### src/hw/rtl/brbf_pkg.sv
// Shared types, widths and codes for the byte ring-buffer FIFO.
// Used by every module of the block except brbf_ram; depends on nothing.
package brbf_pkg;

    // Storage depth and derived widths
    localparam int DEPTH  = 64;
    localparam int AW     = $clog2(DEPTH);
    localparam int CNT_W  = 7;
    localparam int SUM_W  = CNT_W + 1;
    localparam int DATA_W = 8;
    localparam int REQ_W  = 3;
    localparam int ST_W   = 2;

    // Queue between front and back
    localparam int QDEPTH = 2;
    localparam int QAW    = $clog2(QDEPTH);
    localparam int QCW    = $clog2(QDEPTH + 1);

    // Request codes on the input channel
    localparam logic [REQ_W-1:0] REQ_PUT    = 3'd0;
    localparam logic [REQ_W-1:0] REQ_GET    = 3'd1;
    localparam logic [REQ_W-1:0] REQ_PEEK   = 3'd2;
    localparam logic [REQ_W-1:0] REQ_CLR    = 3'd3;
    localparam logic [REQ_W-1:0] REQ_WBYTE  = 3'd4;
    localparam logic [REQ_W-1:0] REQ_RBURST = 3'd5;

    // Decoded operations carried through the queue
    localparam logic [REQ_W-1:0] OP_PUT    = 3'd0;
    localparam logic [REQ_W-1:0] OP_GET    = 3'd1;
    localparam logic [REQ_W-1:0] OP_PEEK   = 3'd2;
    localparam logic [REQ_W-1:0] OP_CLR    = 3'd3;
    localparam logic [REQ_W-1:0] OP_WBYTE  = 3'd4;
    localparam logic [REQ_W-1:0] OP_RBURST = 3'd5;

    // Result status codes
    localparam logic [ST_W-1:0] ST_OK     = 2'd0;
    localparam logic [ST_W-1:0] ST_NOROOM = 2'd1;
    localparam logic [ST_W-1:0] ST_EMPTY  = 2'd2;

    typedef struct packed {
        logic [REQ_W-1:0]  req_type;
        logic [DATA_W-1:0] data_in;
        logic [CNT_W-1:0]  burst_length;
        logic              burst_last;
    } req_t;

    typedef struct packed {
        logic [DATA_W-1:0] data_out;
        logic [ST_W-1:0]   status;
        logic [CNT_W-1:0]  moved_count;
        logic              last;
        logic [CNT_W-1:0]  free_count;
        logic [CNT_W-1:0]  avail_count;
    } rsp_t;

    typedef struct packed {
        logic [REQ_W-1:0]  kind;
        logic [DATA_W-1:0] data;
        logic [CNT_W-1:0]  len;
        logic              blast;
    } op_t;

    typedef struct packed {
        logic              we;
        logic [AW-1:0]     waddr;
        logic [DATA_W-1:0] wdata;
        logic              re;
        logic [AW-1:0]     raddr;
    } ram_ctl_t;

endpackage

### src/hw/rtl/brbf_ram.sv
// Generic single-write, single-read RAM with registered read data.
// Stand-alone; no package needed.
module brbf_ram #(
    parameter int WIDTH = 8,
    parameter int DEPTH = 64
) (
    input  logic                     clk,
    input  logic                     we,
    input  logic [$clog2(DEPTH)-1:0] waddr,
    input  logic [WIDTH-1:0]         wdata,
    input  logic                     re,
    input  logic [$clog2(DEPTH)-1:0] raddr,
    output logic [WIDTH-1:0]         rdata
);

    logic [WIDTH-1:0] mem_reg [DEPTH];
    logic [WIDTH-1:0] rdata_reg;

    // Write port and registered read port; read data holds when idle
    always_ff @(posedge clk)
    begin
        if (we)
        begin
            mem_reg[waddr] <= wdata;
        end
        if (re)
        begin
            rdata_reg <= mem_reg[raddr];
        end
    end

    assign rdata = rdata_reg;

endmodule

### src/hw/rtl/brbf_front.sv
// Front end: accepts request items and classifies them into queue operations.
// Depends on brbf_pkg.
module brbf_front (
    input  logic          req_valid,
    output logic          req_stall,
    input  brbf_pkg::req_t req,
    input  logic          q_full,
    output logic          q_push,
    output brbf_pkg::op_t q_op
);
    import brbf_pkg::*;

    logic known;

    // Stall only while the queue has no room
    assign req_stall = q_full;

    // Map request codes to operations; unused codes are dropped on accept
    always_comb
    begin
        known      = 1'b1;
        q_op.kind  = OP_PUT;
        q_op.data  = req.data_in;
        q_op.len   = req.burst_length;
        q_op.blast = req.burst_last;
        case (req.req_type)
            REQ_PUT:    q_op.kind = OP_PUT;
            REQ_GET:    q_op.kind = OP_GET;
            REQ_PEEK:   q_op.kind = OP_PEEK;
            REQ_CLR:    q_op.kind = OP_CLR;
            REQ_WBYTE:  q_op.kind = OP_WBYTE;
            REQ_RBURST: q_op.kind = OP_RBURST;
            default:    known     = 1'b0;
        endcase
    end

    assign q_push = req_valid && !q_full && known;

endmodule

### src/hw/rtl/brbf_queue.sv
// Short operation queue that decouples the front end from the back end.
// Depends on brbf_pkg.
module brbf_queue (
    input  logic          clk,
    input  logic          rst_n,
    input  logic          push,
    input  brbf_pkg::op_t push_op,
    output logic          full,
    input  logic          pop,
    output logic          head_valid,
    output brbf_pkg::op_t head_op
);
    import brbf_pkg::*;

    op_t            entry_reg [QDEPTH];
    logic [QAW-1:0] wr_ptr_reg, wr_ptr_next;
    logic [QAW-1:0] rd_ptr_reg, rd_ptr_next;
    logic [QCW-1:0] count_reg, count_next;
    logic           do_push, do_pop;

    assign full       = (count_reg == QCW'(QDEPTH));
    assign head_valid = (count_reg != '0);
    assign head_op    = entry_reg[rd_ptr_reg];
    assign do_push    = push && !full;
    assign do_pop     = pop && head_valid;

    // Advance pointers and count
    always_comb
    begin
        wr_ptr_next = wr_ptr_reg;
        rd_ptr_next = rd_ptr_reg;
        count_next  = count_reg;
        if (do_push)
        begin
            wr_ptr_next = (wr_ptr_reg == QAW'(QDEPTH - 1)) ? '0 : wr_ptr_reg + QAW'(1);
        end
        if (do_pop)
        begin
            rd_ptr_next = (rd_ptr_reg == QAW'(QDEPTH - 1)) ? '0 : rd_ptr_reg + QAW'(1);
        end
        if (do_push && !do_pop)
        begin
            count_next = count_reg + QCW'(1);
        end
        else if (do_pop && !do_push)
        begin
            count_next = count_reg - QCW'(1);
        end
    end

    always_ff @(posedge clk or negedge rst_n)
    begin
        if (!rst_n)
        begin
            wr_ptr_reg <= '0;
            rd_ptr_reg <= '0;
            count_reg  <= '0;
        end
        else
        begin
            wr_ptr_reg <= wr_ptr_next;
            rd_ptr_reg <= rd_ptr_next;
            count_reg  <= count_next;
        end
    end

    // Store pushed items
    always_ff @(posedge clk)
    begin
        if (do_push)
        begin
            entry_reg[wr_ptr_reg] <= push_op;
        end
    end

endmodule

### src/hw/rtl/brbf_back.sv
// Back end: ring pointers, fill count, burst tracking, result and output stages.
// Depends on brbf_pkg; drives the storage RAM through a ram_ctl_t group.
module brbf_back (
    input  logic                    clk,
    input  logic                    rst_n,
    input  logic                    cfg_we,
    input  logic [brbf_pkg::CNT_W-1:0]  cfg_wdata,
    input  logic                    op_valid,
    input  brbf_pkg::op_t           op,
    output logic                    op_pop,
    output brbf_pkg::ram_ctl_t      ram_ctl,
    input  logic [brbf_pkg::DATA_W-1:0] ram_rdata,
    output logic                    rsp_valid,
    input  logic                    rsp_stall,
    output brbf_pkg::rsp_t          rsp
);
    import brbf_pkg::*;

    typedef struct packed {
        logic             use_ram;
        logic [ST_W-1:0]  status;
        logic [CNT_W-1:0] moved;
        logic             last;
        logic [CNT_W-1:0] free;
        logic [CNT_W-1:0] avail;
    } desc_t;

    // Ring state
    logic [CNT_W-1:0] size_reg, size_next;
    logic [AW-1:0]    wr_idx_reg, wr_idx_next;
    logic [AW-1:0]    rd_idx_reg, rd_idx_next;
    logic [CNT_W-1:0] fill_reg, fill_next;
    logic             burst_active_reg, burst_active_next;
    logic             burst_admitted_reg, burst_admitted_next;
    logic [CNT_W-1:0] burst_written_reg, burst_written_next;

    // Read-burst sequencer
    logic             rb_active_reg, rb_active_next;
    logic [CNT_W-1:0] rb_left_reg, rb_left_next;
    logic [CNT_W-1:0] rb_moved_reg, rb_moved_next;

    // Result and output stages
    logic             desc_valid_reg, desc_valid_next;
    desc_t            desc_reg, desc_next;
    logic             rsp_valid_reg, rsp_valid_next;
    rsp_t             rsp_reg;

    logic             out_free, desc_move, desc_free, desc_load;

    // Write-burst and read-burst helpers
    logic [CNT_W-1:0] room;
    logic             wb_adm, wb_store;
    logic [CNT_W-1:0] wb_bw, wb_bwn;
    logic [AW-1:0]    wb_addr, wb_commit;
    logic [CNT_W-1:0] rb_cnt;

    function automatic logic [AW-1:0] wrap(input logic [SUM_W-1:0] s,
                                           input logic [CNT_W-1:0] sz);
        logic [SUM_W-1:0] t;
        if (s >= SUM_W'(sz))
        begin
            t = s - SUM_W'(sz);
        end
        else
        begin
            t = s;
        end
        return t[AW-1:0];
    endfunction

    function automatic logic [CNT_W-1:0] clamp_size(input logic [CNT_W-1:0] v);
        logic [CNT_W-1:0] r;
        if (v == '0)
        begin
            r = CNT_W'(1);
        end
        else if (v > CNT_W'(DEPTH))
        begin
            r = CNT_W'(DEPTH);
        end
        else
        begin
            r = v;
        end
        return r;
    endfunction

    // Stage handshakes
    assign out_free  = !rsp_valid_reg || !rsp_stall;
    assign desc_move = desc_valid_reg && out_free;
    assign desc_free = !desc_valid_reg || desc_move;

    // Admission and staging for a write-burst byte
    assign room     = size_reg - fill_reg;
    assign wb_adm   = burst_active_reg ? burst_admitted_reg
                                       : ((op.len != '0) && (op.len <= room));
    assign wb_bw    = burst_active_reg ? burst_written_reg : '0;
    assign wb_store = wb_adm && (wb_bw < op.len) && (wb_bw < room);
    assign wb_bwn   = wb_store ? wb_bw + CNT_W'(1) : wb_bw;
    assign wb_addr  = wrap(SUM_W'(wr_idx_reg) + SUM_W'(wb_bw), size_reg);
    assign wb_commit = wrap(SUM_W'(wr_idx_reg) + SUM_W'(wb_bwn), size_reg);

    // Bytes a read burst can deliver
    assign rb_cnt = (op.len < fill_reg) ? op.len : fill_reg;

    // Apply a ring-size write, or execute one operation, or one byte of an open read burst
    always_comb
    begin
        size_next           = size_reg;
        wr_idx_next         = wr_idx_reg;
        rd_idx_next         = rd_idx_reg;
        fill_next           = fill_reg;
        burst_active_next   = burst_active_reg;
        burst_admitted_next = burst_admitted_reg;
        burst_written_next  = burst_written_reg;
        rb_active_next      = rb_active_reg;
        rb_left_next        = rb_left_reg;
        rb_moved_next       = rb_moved_reg;
        op_pop              = 1'b0;
        desc_load           = 1'b0;
        desc_next.use_ram   = 1'b0;
        desc_next.status    = ST_OK;
        desc_next.moved     = '0;
        desc_next.last      = 1'b1;
        ram_ctl.we          = 1'b0;
        ram_ctl.waddr       = wr_idx_reg;
        ram_ctl.wdata       = op.data;
        ram_ctl.re          = 1'b0;
        ram_ctl.raddr       = rd_idx_reg;

        if (cfg_we)
        begin
            // New ring size empties the ring and drops any burst
            size_next           = clamp_size(cfg_wdata);
            wr_idx_next         = '0;
            rd_idx_next         = '0;
            fill_next           = '0;
            burst_active_next   = 1'b0;
            burst_admitted_next = 1'b0;
            burst_written_next  = '0;
            rb_active_next      = 1'b0;
        end
        else if (rb_active_reg)
        begin
            // Emit the next byte of a read burst
            if (desc_free)
            begin
                ram_ctl.re        = 1'b1;
                rd_idx_next       = wrap(SUM_W'(rd_idx_reg) + SUM_W'(1), size_reg);
                rb_left_next      = rb_left_reg - CNT_W'(1);
                rb_moved_next     = rb_moved_reg + CNT_W'(1);
                desc_load         = 1'b1;
                desc_next.use_ram = 1'b1;
                desc_next.moved   = rb_moved_reg + CNT_W'(1);
                desc_next.last    = (rb_left_reg == CNT_W'(1));
                if (rb_left_reg == CNT_W'(1))
                begin
                    rb_active_next = 1'b0;
                end
            end
        end
        else if (op_valid && desc_free)
        begin
            op_pop = 1'b1;
            if (op.kind != OP_WBYTE)
            begin
                burst_active_next   = 1'b0;
                burst_admitted_next = 1'b0;
                burst_written_next  = '0;
            end
            case (op.kind)
                OP_PUT:
                begin
                    desc_load = 1'b1;
                    if (fill_reg >= size_reg)
                    begin
                        desc_next.status = ST_NOROOM;
                    end
                    else
                    begin
                        ram_ctl.we      = 1'b1;
                        wr_idx_next     = wrap(SUM_W'(wr_idx_reg) + SUM_W'(1), size_reg);
                        fill_next       = fill_reg + CNT_W'(1);
                        desc_next.moved = CNT_W'(1);
                    end
                end
                OP_GET, OP_PEEK:
                begin
                    desc_load = 1'b1;
                    if (fill_reg == '0)
                    begin
                        desc_next.status = ST_EMPTY;
                    end
                    else
                    begin
                        ram_ctl.re        = 1'b1;
                        desc_next.use_ram = 1'b1;
                        desc_next.moved   = CNT_W'(1);
                        if (op.kind == OP_GET)
                        begin
                            rd_idx_next = wrap(SUM_W'(rd_idx_reg) + SUM_W'(1), size_reg);
                            fill_next   = fill_reg - CNT_W'(1);
                        end
                    end
                end
                OP_CLR:
                begin
                    desc_load   = 1'b1;
                    wr_idx_next = '0;
                    rd_idx_next = '0;
                    fill_next   = '0;
                end
                OP_WBYTE:
                begin
                    // Stage the byte past the tail if the burst is admitted
                    ram_ctl.waddr = wb_addr;
                    ram_ctl.we    = wb_store;
                    if (!op.blast)
                    begin
                        burst_active_next   = 1'b1;
                        burst_admitted_next = wb_adm;
                        burst_written_next  = wb_bwn;
                    end
                    else
                    begin
                        desc_load           = 1'b1;
                        burst_active_next   = 1'b0;
                        burst_admitted_next = 1'b0;
                        burst_written_next  = '0;
                        if (wb_adm)
                        begin
                            wr_idx_next     = wb_commit;
                            fill_next       = fill_reg + wb_bwn;
                            desc_next.moved = wb_bwn;
                        end
                        else
                        begin
                            desc_next.status = ST_NOROOM;
                        end
                    end
                end
                OP_RBURST:
                begin
                    desc_load = 1'b1;
                    if (rb_cnt == '0)
                    begin
                        desc_next.status = ST_EMPTY;
                    end
                    else
                    begin
                        ram_ctl.re        = 1'b1;
                        rd_idx_next       = wrap(SUM_W'(rd_idx_reg) + SUM_W'(1), size_reg);
                        fill_next         = fill_reg - rb_cnt;
                        desc_next.use_ram = 1'b1;
                        desc_next.moved   = CNT_W'(1);
                        desc_next.last    = (rb_cnt == CNT_W'(1));
                        rb_active_next    = (rb_cnt != CNT_W'(1));
                        rb_left_next      = rb_cnt - CNT_W'(1);
                        rb_moved_next     = CNT_W'(1);
                    end
                end
                default:
                begin
                    desc_load = 1'b0;
                end
            endcase
        end

        // Counts reported after the whole item
        desc_next.free  = size_reg - fill_next;
        desc_next.avail = fill_next;
    end

    // Result stage occupancy
    always_comb
    begin
        desc_valid_next = desc_valid_reg;
        if (desc_load)
        begin
            desc_valid_next = 1'b1;
        end
        else if (desc_move)
        begin
            desc_valid_next = 1'b0;
        end
        rsp_valid_next = rsp_valid_reg;
        if (desc_move)
        begin
            rsp_valid_next = 1'b1;
        end
        else if (rsp_valid_reg && !rsp_stall)
        begin
            rsp_valid_next = 1'b0;
        end
    end

    always_ff @(posedge clk or negedge rst_n)
    begin
        if (!rst_n)
        begin
            size_reg           <= CNT_W'(DEPTH);
            wr_idx_reg         <= '0;
            rd_idx_reg         <= '0;
            fill_reg           <= '0;
            burst_active_reg   <= 1'b0;
            burst_admitted_reg <= 1'b0;
            burst_written_reg  <= '0;
            rb_active_reg      <= 1'b0;
            rb_left_reg        <= '0;
            rb_moved_reg       <= '0;
            desc_valid_reg     <= 1'b0;
            rsp_valid_reg      <= 1'b0;
        end
        else
        begin
            size_reg           <= size_next;
            wr_idx_reg         <= wr_idx_next;
            rd_idx_reg         <= rd_idx_next;
            fill_reg           <= fill_next;
            burst_active_reg   <= burst_active_next;
            burst_admitted_reg <= burst_admitted_next;
            burst_written_reg  <= burst_written_next;
            rb_active_reg      <= rb_active_next;
            rb_left_reg        <= rb_left_next;
            rb_moved_reg       <= rb_moved_next;
            desc_valid_reg     <= desc_valid_next;
            rsp_valid_reg      <= rsp_valid_next;
        end
    end

    // Payload: load the result stage, then merge RAM data into the output item
    always_ff @(posedge clk)
    begin
        if (desc_load)
        begin
            desc_reg <= desc_next;
        end
        if (desc_move)
        begin
            rsp_reg.data_out    <= desc_reg.use_ram ? ram_rdata : '0;
            rsp_reg.status      <= desc_reg.status;
            rsp_reg.moved_count <= desc_reg.moved;
            rsp_reg.last        <= desc_reg.last;
            rsp_reg.free_count  <= desc_reg.free;
            rsp_reg.avail_count <= desc_reg.avail;
        end
    end

    assign rsp_valid = rsp_valid_reg;
    assign rsp       = rsp_reg;

endmodule

### src/hw/rtl/byte_ring_buffer_fifo.sv
// Byte ring-buffer FIFO over 64 bytes of storage, of which buffer_size bytes form the
// ring. Request items are taken at up to one per cycle, while the queue has room, into
// a two-item queue; the back end carries out one request per cycle unless the result
// side stalls, except a read burst, which holds the back end until it has delivered
// its min(burst_length, fill) bytes, or its single empty result. When nothing stalls,
// a result is offered once its item has left the queue, been carried out into the
// result stage while the storage read is registered, and moved into the output
// register. Writes to buffer_size must only be made while the block is idle; they
// empty the ring. Depends on brbf_pkg, brbf_front, brbf_queue, brbf_back and brbf_ram.
module byte_ring_buffer_fifo (
    input  logic                           clk,
    input  logic                           rst_n,
    input  logic                           cfg_we,
    input  logic [brbf_pkg::CNT_W-1:0]     cfg_wdata,
    input  logic                           req_valid,
    output logic                           req_stall,
    input  brbf_pkg::req_t                 req,
    output logic                           rsp_valid,
    input  logic                           rsp_stall,
    output brbf_pkg::rsp_t                 rsp
);
    import brbf_pkg::*;

    logic             q_full, q_push, q_pop, q_valid;
    op_t              q_in_op, q_head_op;
    ram_ctl_t         ram_ctl;
    logic [DATA_W-1:0] ram_rdata;

    // Accept and classify
    brbf_front u_front (
        .req_valid (req_valid),
        .req_stall (req_stall),
        .req       (req),
        .q_full    (q_full),
        .q_push    (q_push),
        .q_op      (q_in_op)
    );

    // Decouple front and back
    brbf_queue u_queue (
        .clk        (clk),
        .rst_n      (rst_n),
        .push       (q_push),
        .push_op    (q_in_op),
        .full       (q_full),
        .pop        (q_pop),
        .head_valid (q_valid),
        .head_op    (q_head_op)
    );

    // Execute against the ring
    brbf_back u_back (
        .clk       (clk),
        .rst_n     (rst_n),
        .cfg_we    (cfg_we),
        .cfg_wdata (cfg_wdata),
        .op_valid  (q_valid),
        .op        (q_head_op),
        .op_pop    (q_pop),
        .ram_ctl   (ram_ctl),
        .ram_rdata (ram_rdata),
        .rsp_valid (rsp_valid),
        .rsp_stall (rsp_stall),
        .rsp       (rsp)
    );

    // Ring storage
    brbf_ram #(
        .WIDTH (DATA_W),
        .DEPTH (DEPTH)
    ) u_ram (
        .clk   (clk),
        .we    (ram_ctl.we),
        .waddr (ram_ctl.waddr),
        .wdata (ram_ctl.wdata),
        .re    (ram_ctl.re),
        .raddr (ram_ctl.raddr),
        .rdata (ram_rdata)
    );

endmodule

### config.mk
export PLATFORM = sky130hd
export DESIGN_NAME = byte_ring_buffer_fifo
export DESIGN_NICKNAME = d
export VERILOG_FILES = /design/src/hw/rtl/brbf_pkg.sv /design/src/hw/rtl/brbf_ram.sv /design/src/hw/rtl/brbf_front.sv /design/src/hw/rtl/brbf_queue.sv /design/src/hw/rtl/brbf_back.sv /design/src/hw/rtl/byte_ring_buffer_fifo.sv
export SDC_FILE = /design/constraint.sdc
export NUM_CORES = 1
export LEC_CHECK = 0
export BUFFER_PORTS_ARGS = -buffer_cell sky130_fd_sc_hd__buf_2
export CAP_MARGIN = 25
export CORE_MARGIN = 2
export CORE_UTILIZATION = 63
export DETAILED_ROUTE_END_ITERATION = 7
export MAX_ROUTING_LAYER = met4
export PLACE_DENSITY_LB_ADDON = 0.3
export SKIP_LAST_GASP = 1
export SLEW_MARGIN = 15
export SYNTH_ARGS = -nofsm -noshare
export SYNTH_HDL_FRONTEND = slang
export SYNTH_SLANG_ARGS = --single-unit
### constraint.sdc
create_clock -name clk -period 7.5 [get_ports clk]
set_input_delay 0 -clock clk [delete_from_list [all_inputs] [get_ports clk]]
set_output_delay 0 -clock clk [all_outputs]
set_load 0.03 [all_outputs]
; After elaboration in Yosys (flattened, before gate mapping)
; Memories as Yosys holds them, arrays and structs flattened. A register that Yosys moved wholly into a read port is not among the register bits.
; Cells that the tools add are included.
[classes]
bitwise = 2
muxes = 119
n_lt_le_gt_ge = 10
n_eq_ne = 25
reduce_logical = 45
add_sub_neg = 22
[op_table]
columns = op, n
row1 = $mux W7, 34
row2 = $mux W6, 18
row3 = $mux W1, 50
row4 = $pmux W6 S3, 2
row5 = $pmux W9 S4, 1
row6 = $pmux W7 S5, 1
row7 = $mux W8, 3
row8 = $sub A6 B6 Y6, 4
row9 = $add A7 B1 Y7 const B, 3
row10 = $ge A7 B7 Y1, 3
row11 = $logic_not A7 Y1, 3
row12 = $lt A7 B7 Y1, 3
row13 = $sub A7 B1 Y7 const B, 3
row14 = $sub A7 B7 Y7, 3
row15 = $add A6 B7 Y8, 2
row16 = $ge A8 B7 Y1, 2
row17 = $pmux W3 S5, 1
row18 = $add A6 B1 Y7 const B, 2
row19 = $eq A7 B1 Y1 const B, 2
row20 = $reduce_bool A2 Y1, 7
row21 = $eq A3 B2 Y1 const B, 4
row22 = $eq A3 B3 Y1 const B, 4
row23 = $logic_and A1 B1 Y1, 12
row24 = $reduce_and A6 Y1, 2
row25 = 32 further kinds, 54
[word_totals]
wordCells = 252
mem_count = 2
inputBits = 31
mem_bits_rw = 550
regBits = 113
[memory_table]
columns = name, depth, word_bits, rd, rd_ports_with_merged_regs, wr, line
row1 = u_ram.mem_reg, 64, 8, 1, 1, 1, brbf_ram.sv:16  ; logic [WIDTH-1:0] mem_reg [DEPTH];
row2 = u_queue.entry_reg, 2, 19, 1, 0, 1, brbf_queue.sv:15  ; op_t entry_reg [QDEPTH];

; Depth between registers and ports, before layout
[depth]
depth_word = 16
depth_mapped = 35
ltp_nobuf = 35

; Hierarchy
; From an unflattened synthesis, not the netlist that was laid out.
[unflattened]
cells_unflattened = 2034
area_unflattened_um2 = 31144.9
[modules_own_cells]
columns = mod, cells_per_inst, instances, seq_area_each_um2, area_per_inst_um2
row1 = brbf_ram, 972, 1, 15615.0, 20270.7
row2 = brbf_back, 958, 1, 3014.1, 9011.1
row3 = brbf_queue, 78, 1, 1241.2, 1666.6
row4 = brbf_front, 26, 1, 0.0, 196.4

; Worst setup path after synthesis
; Ideal clock, no wire load.
[synth_timing]
path_type = register to register
start = reg u_back.fill_reg[1]
end = reg u_back.desc_reg[13] in the netlist's numbering (data pin)
required_time_ns = 7.343
setup_slack_ns = 0.870
arrival_time_ns = 6.473
stages_incl_launch_ff = 33
path_buffers = 0
synth_period_minus_slack_ns = 6.630
path_cell_list = dfrtp_1 inv_1 ha_1 nor2b_1 o21a_1 o21a_1 or2_2 ha_1 and4_1 a31oi_1 a311o_1 o21a_2 a21oi_4 nand2_1 mux2i_1 inv_1 ha_1 a21o_1 a21oi_1 xnor2_1 mux2i_1 o22ai_1 o21ai_0 a21o_1 ha_1 o21ai_0 a21boi_0 o21ai_0 nand2b_1 xnor2_1 nor4_1 mux2_2 nor3_1
[synth_rtl]
columns = element, line
row1 = start: declaration, brbf_back.sv:32  ; logic [CNT_W-1:0] fill_reg, fill_next;
row2 = start signal: assignment, brbf_back.sv:319  ; fill_reg <= fill_next;
row3 = end signal: assignment, brbf_back.sv:336  ; desc_reg <= desc_next;
row4 = end: declaration, brbf_back.sv:44  ; desc_t desc_reg, desc_next;

==> impl_metrics.toml <==
[sta]
setup_tns_ns = 0
setup_viol_count_final = 0
post-route-period-util = 0.9425
tightest_slew_ns = 1.080
hold_viol = 0
fmax_mhz = 141.5
min_period_ns = 7.069
finClkSkew_ns = 0.02719
relSlewSlack = 0.2731
hold_slack_ns = 0.1066
slew_viol_final = 0
fin_ws_ns = 0.4313

[floorplanning]
core_um2 = 48850
die_w_um = 226.2
rows = 81
num_io_pins = 65
dieArea_um2 = 51170
start_util = 0.6369
chipHeight_um = 226.2

[pwr]
p_leak_uw = 0.01203
p_per_area_nw_per_um2 = 379.4
ir_worst_vdd_mv = 0.3704
total_power_uw = 13230

[grt]
antenna_found_initial = 3
grt_overflow = 0
grt_pass1_vias = 19464
track_usage = 0.3243
grt_max_degree = 69
grt_pass1_wl_um = 118500

[layout]
final_common_cell = "edfxtp_1"
syn_to_final_growth_pct = 12.11
multi_input_area_um2 = 10690
fillCellCount = 3194
drive_gt1_frac = 0.1603
ff_latch_area_um2 = 19880
fin_nets = 2444
final_cell_mix = "edfxtp_1, nor2_1, a21oi_1"
largest_reg_flops = 512

[setup_path]
cp.arrival_ns = 7.44
worstSetupStartpointType = "register"
critPathKind = "register to register"
crit_required_ns = 7.88
reg2regPathDepth = 35
max_stage_delay_ns = 0.43
end_kind = "register"
path_max_fanout = 7
path_common_cell = "ha_1"
critical-path-slowest-cell = "fa_1"

[placement]
place_ws_ns = 0.4870
dp_hpwl_um = 51420
gp_congestion = 1.007
portBuffers = 64

[synthesis]
syn-mean-instance-area_um2 = 14.36
synth_compound_area_frac = 0.09926
syn-cell-area_um2 = 31110
syn-num-nets = 2308
ys_types = 86
netlist_instances = 2167
yosys_register_bits = 671
seq_area_frac_synth = 0.6387
synth-simple-area-share = 0.07288
synth_top_family_by_area = "multiplexers"
synthXorXnorAreaFrac = 0.01717
synth_warnings = 0
async_flop_share = 0.08346
synth_edf_count = 615
synth_mux_area_frac = 0.1063
ys.flop_type = "edfxtp_1"
synth_adder_area_share = 0.04698

[hold_path]
hp-class = "input port to async pin"

[route]
avgViaCountPerCell = 6.583
drtPass1Iterations = 6
wirelength_um = 78950
drc = 0
final_antenna_net_count = 0
vias = 19907
drt_iter0_drc = 2311
wl_per_cell_um = 26.11

[clock_network]
clock-root-buffer = "clkbuf_16"
htree_levels = 3
cts.sinks = 671
clk_latency_ns = 0.62
cts_buffer_depth = 3
clk_pin_slew_ns = 0.06
tritoncts = "done"
cts_made_buffers = 67

[job]
maxCapViolCount = 0

[run_status]
status = "finished clean"
-- what timing repair did --
| action | in CTS | in global routing |
|---|---|---|
| endpoints found under the setup margin | 0 | 1 |
| gates resized for setup | 0 | 5 |
| hold buffers | 32 | 0 |
| buffers inserted | 0 | 2 |
| endpoints found under the hold margin | 136 | 0 |
-- path summary, 6_finish.rpt --
kind	startpoint	endpoint	slack [ns]
min	rst_n	u_back.rb_left_reg[2]	0.11
max in group asynchronous	rst_n	u_back.rd_idx_reg[0]	6.71
min in group clk	req[7]	u_queue.entry_reg[1][7]	0.13
max reg2reg	u_back.size_reg[0]	u_back.desc_reg[13]	0.43
min reg2reg	u_back.desc_reg[19]	u_back.rsp[19]	0.42
max	u_back.size_reg[0]	u_back.desc_reg[13]	0.43
-- cells by family (layout without fill, tap and decap cells) --
group / count (synthesis) / after routing
AO/OA/AOI/OAI: 471 / 471
other: 0 / 2
XOR/XNOR: 61 / 61
multiplexers: 234 / 234
adder cells (fa/ha/maj): 111 / 111
AND/OR/NAND/NOR: 468 / 468
buffers and inverters: 151 / 342
flip-flops: 671 / 671
-- cell type report --
class                   count  area share
repair buffers            150     0.03056
flip-flops and latches    671      0.5699
diodes                      2   0.0001435
clock buffers              86     0.05194
inverters                  68    0.007318
well taps                 664     0.02382
clock inverters            38    0.009829
multi-input cells        1345      0.3065
-- metal layers --
metal  vias up  GRT usage  share of wire
met4         0     0.1233          0.037
met1      9849     0.4278           0.40
met2      1105     0.5111           0.48
met3       193    0.05477          0.084
met5         -          -              0
li1       8760          -              -
-- Yosys cell counts (11+ instances only) --
cell type	n	share of area
edfxtp_1	615	0.59
nor2_1	135	0.016
a21oi_1	133	0.021
nand2_1	127	0.015
mux2i_1	113	0.036
ha_1	100	0.040
o21ai_0	98	0.016
mux4_2	72	0.052
inv_1	65	0.0078
clkbuf_1	60	0.0072
dfrtp_1	55	0.044
mux2_2	48	0.017
o22ai_1	47	0.0095
xnor2_1	42	0.012
nand3_1	40	0.0064
o221ai_1	32	0.0090
nor3_1	25	0.0040
and3_1	22	0.0044
and2_1	21	0.0042
nor2b_1	20	0.0040
o21a_1	20	0.0048
nand4_1	19	0.0038
xor2_1	19	0.0053
a21o_1	17	0.0041
buf_1	15	0.0018
o31ai_1	12	0.0029
a211oi_1	11	0.0027
a31oi_1	11	0.0022
nand2b_1	11	0.0022
-- worst max-delay path, delay by kind of cell, from the launching register on --
| kind | cells | cell delay, ns |
|---|---|---|
| simple gates | 8 | 1.09 |
| compound gates | 13 | 2.40 |
| flops | 1 | 0.37 |
| buf+inv | 4 | 0.40 |
| xor+xnor | 3 | 0.48 |
| mux | 1 | 0.22 |
| fa+ha+maj | 6 | 1.85 |
-- where the power goes --
group          switching, uW  internal (uW)
logic                   3120           1820
clock network           1430           1870
registers                243           4750
-- stage by stage --
step           instance area [um2]  instances  utilization
2_1_floorplan                31110       2167            -
3_3_place_gp                 32310       2859       0.6614
3_5_place_dp                 32320       2861       0.6616
4_1_cts                      34790       3017       0.7123
5_1_grt                      34880       3024       0.7140
6_report                     34880       3024       0.7140
No activity file was read; power rests on OpenSTA's default activity.
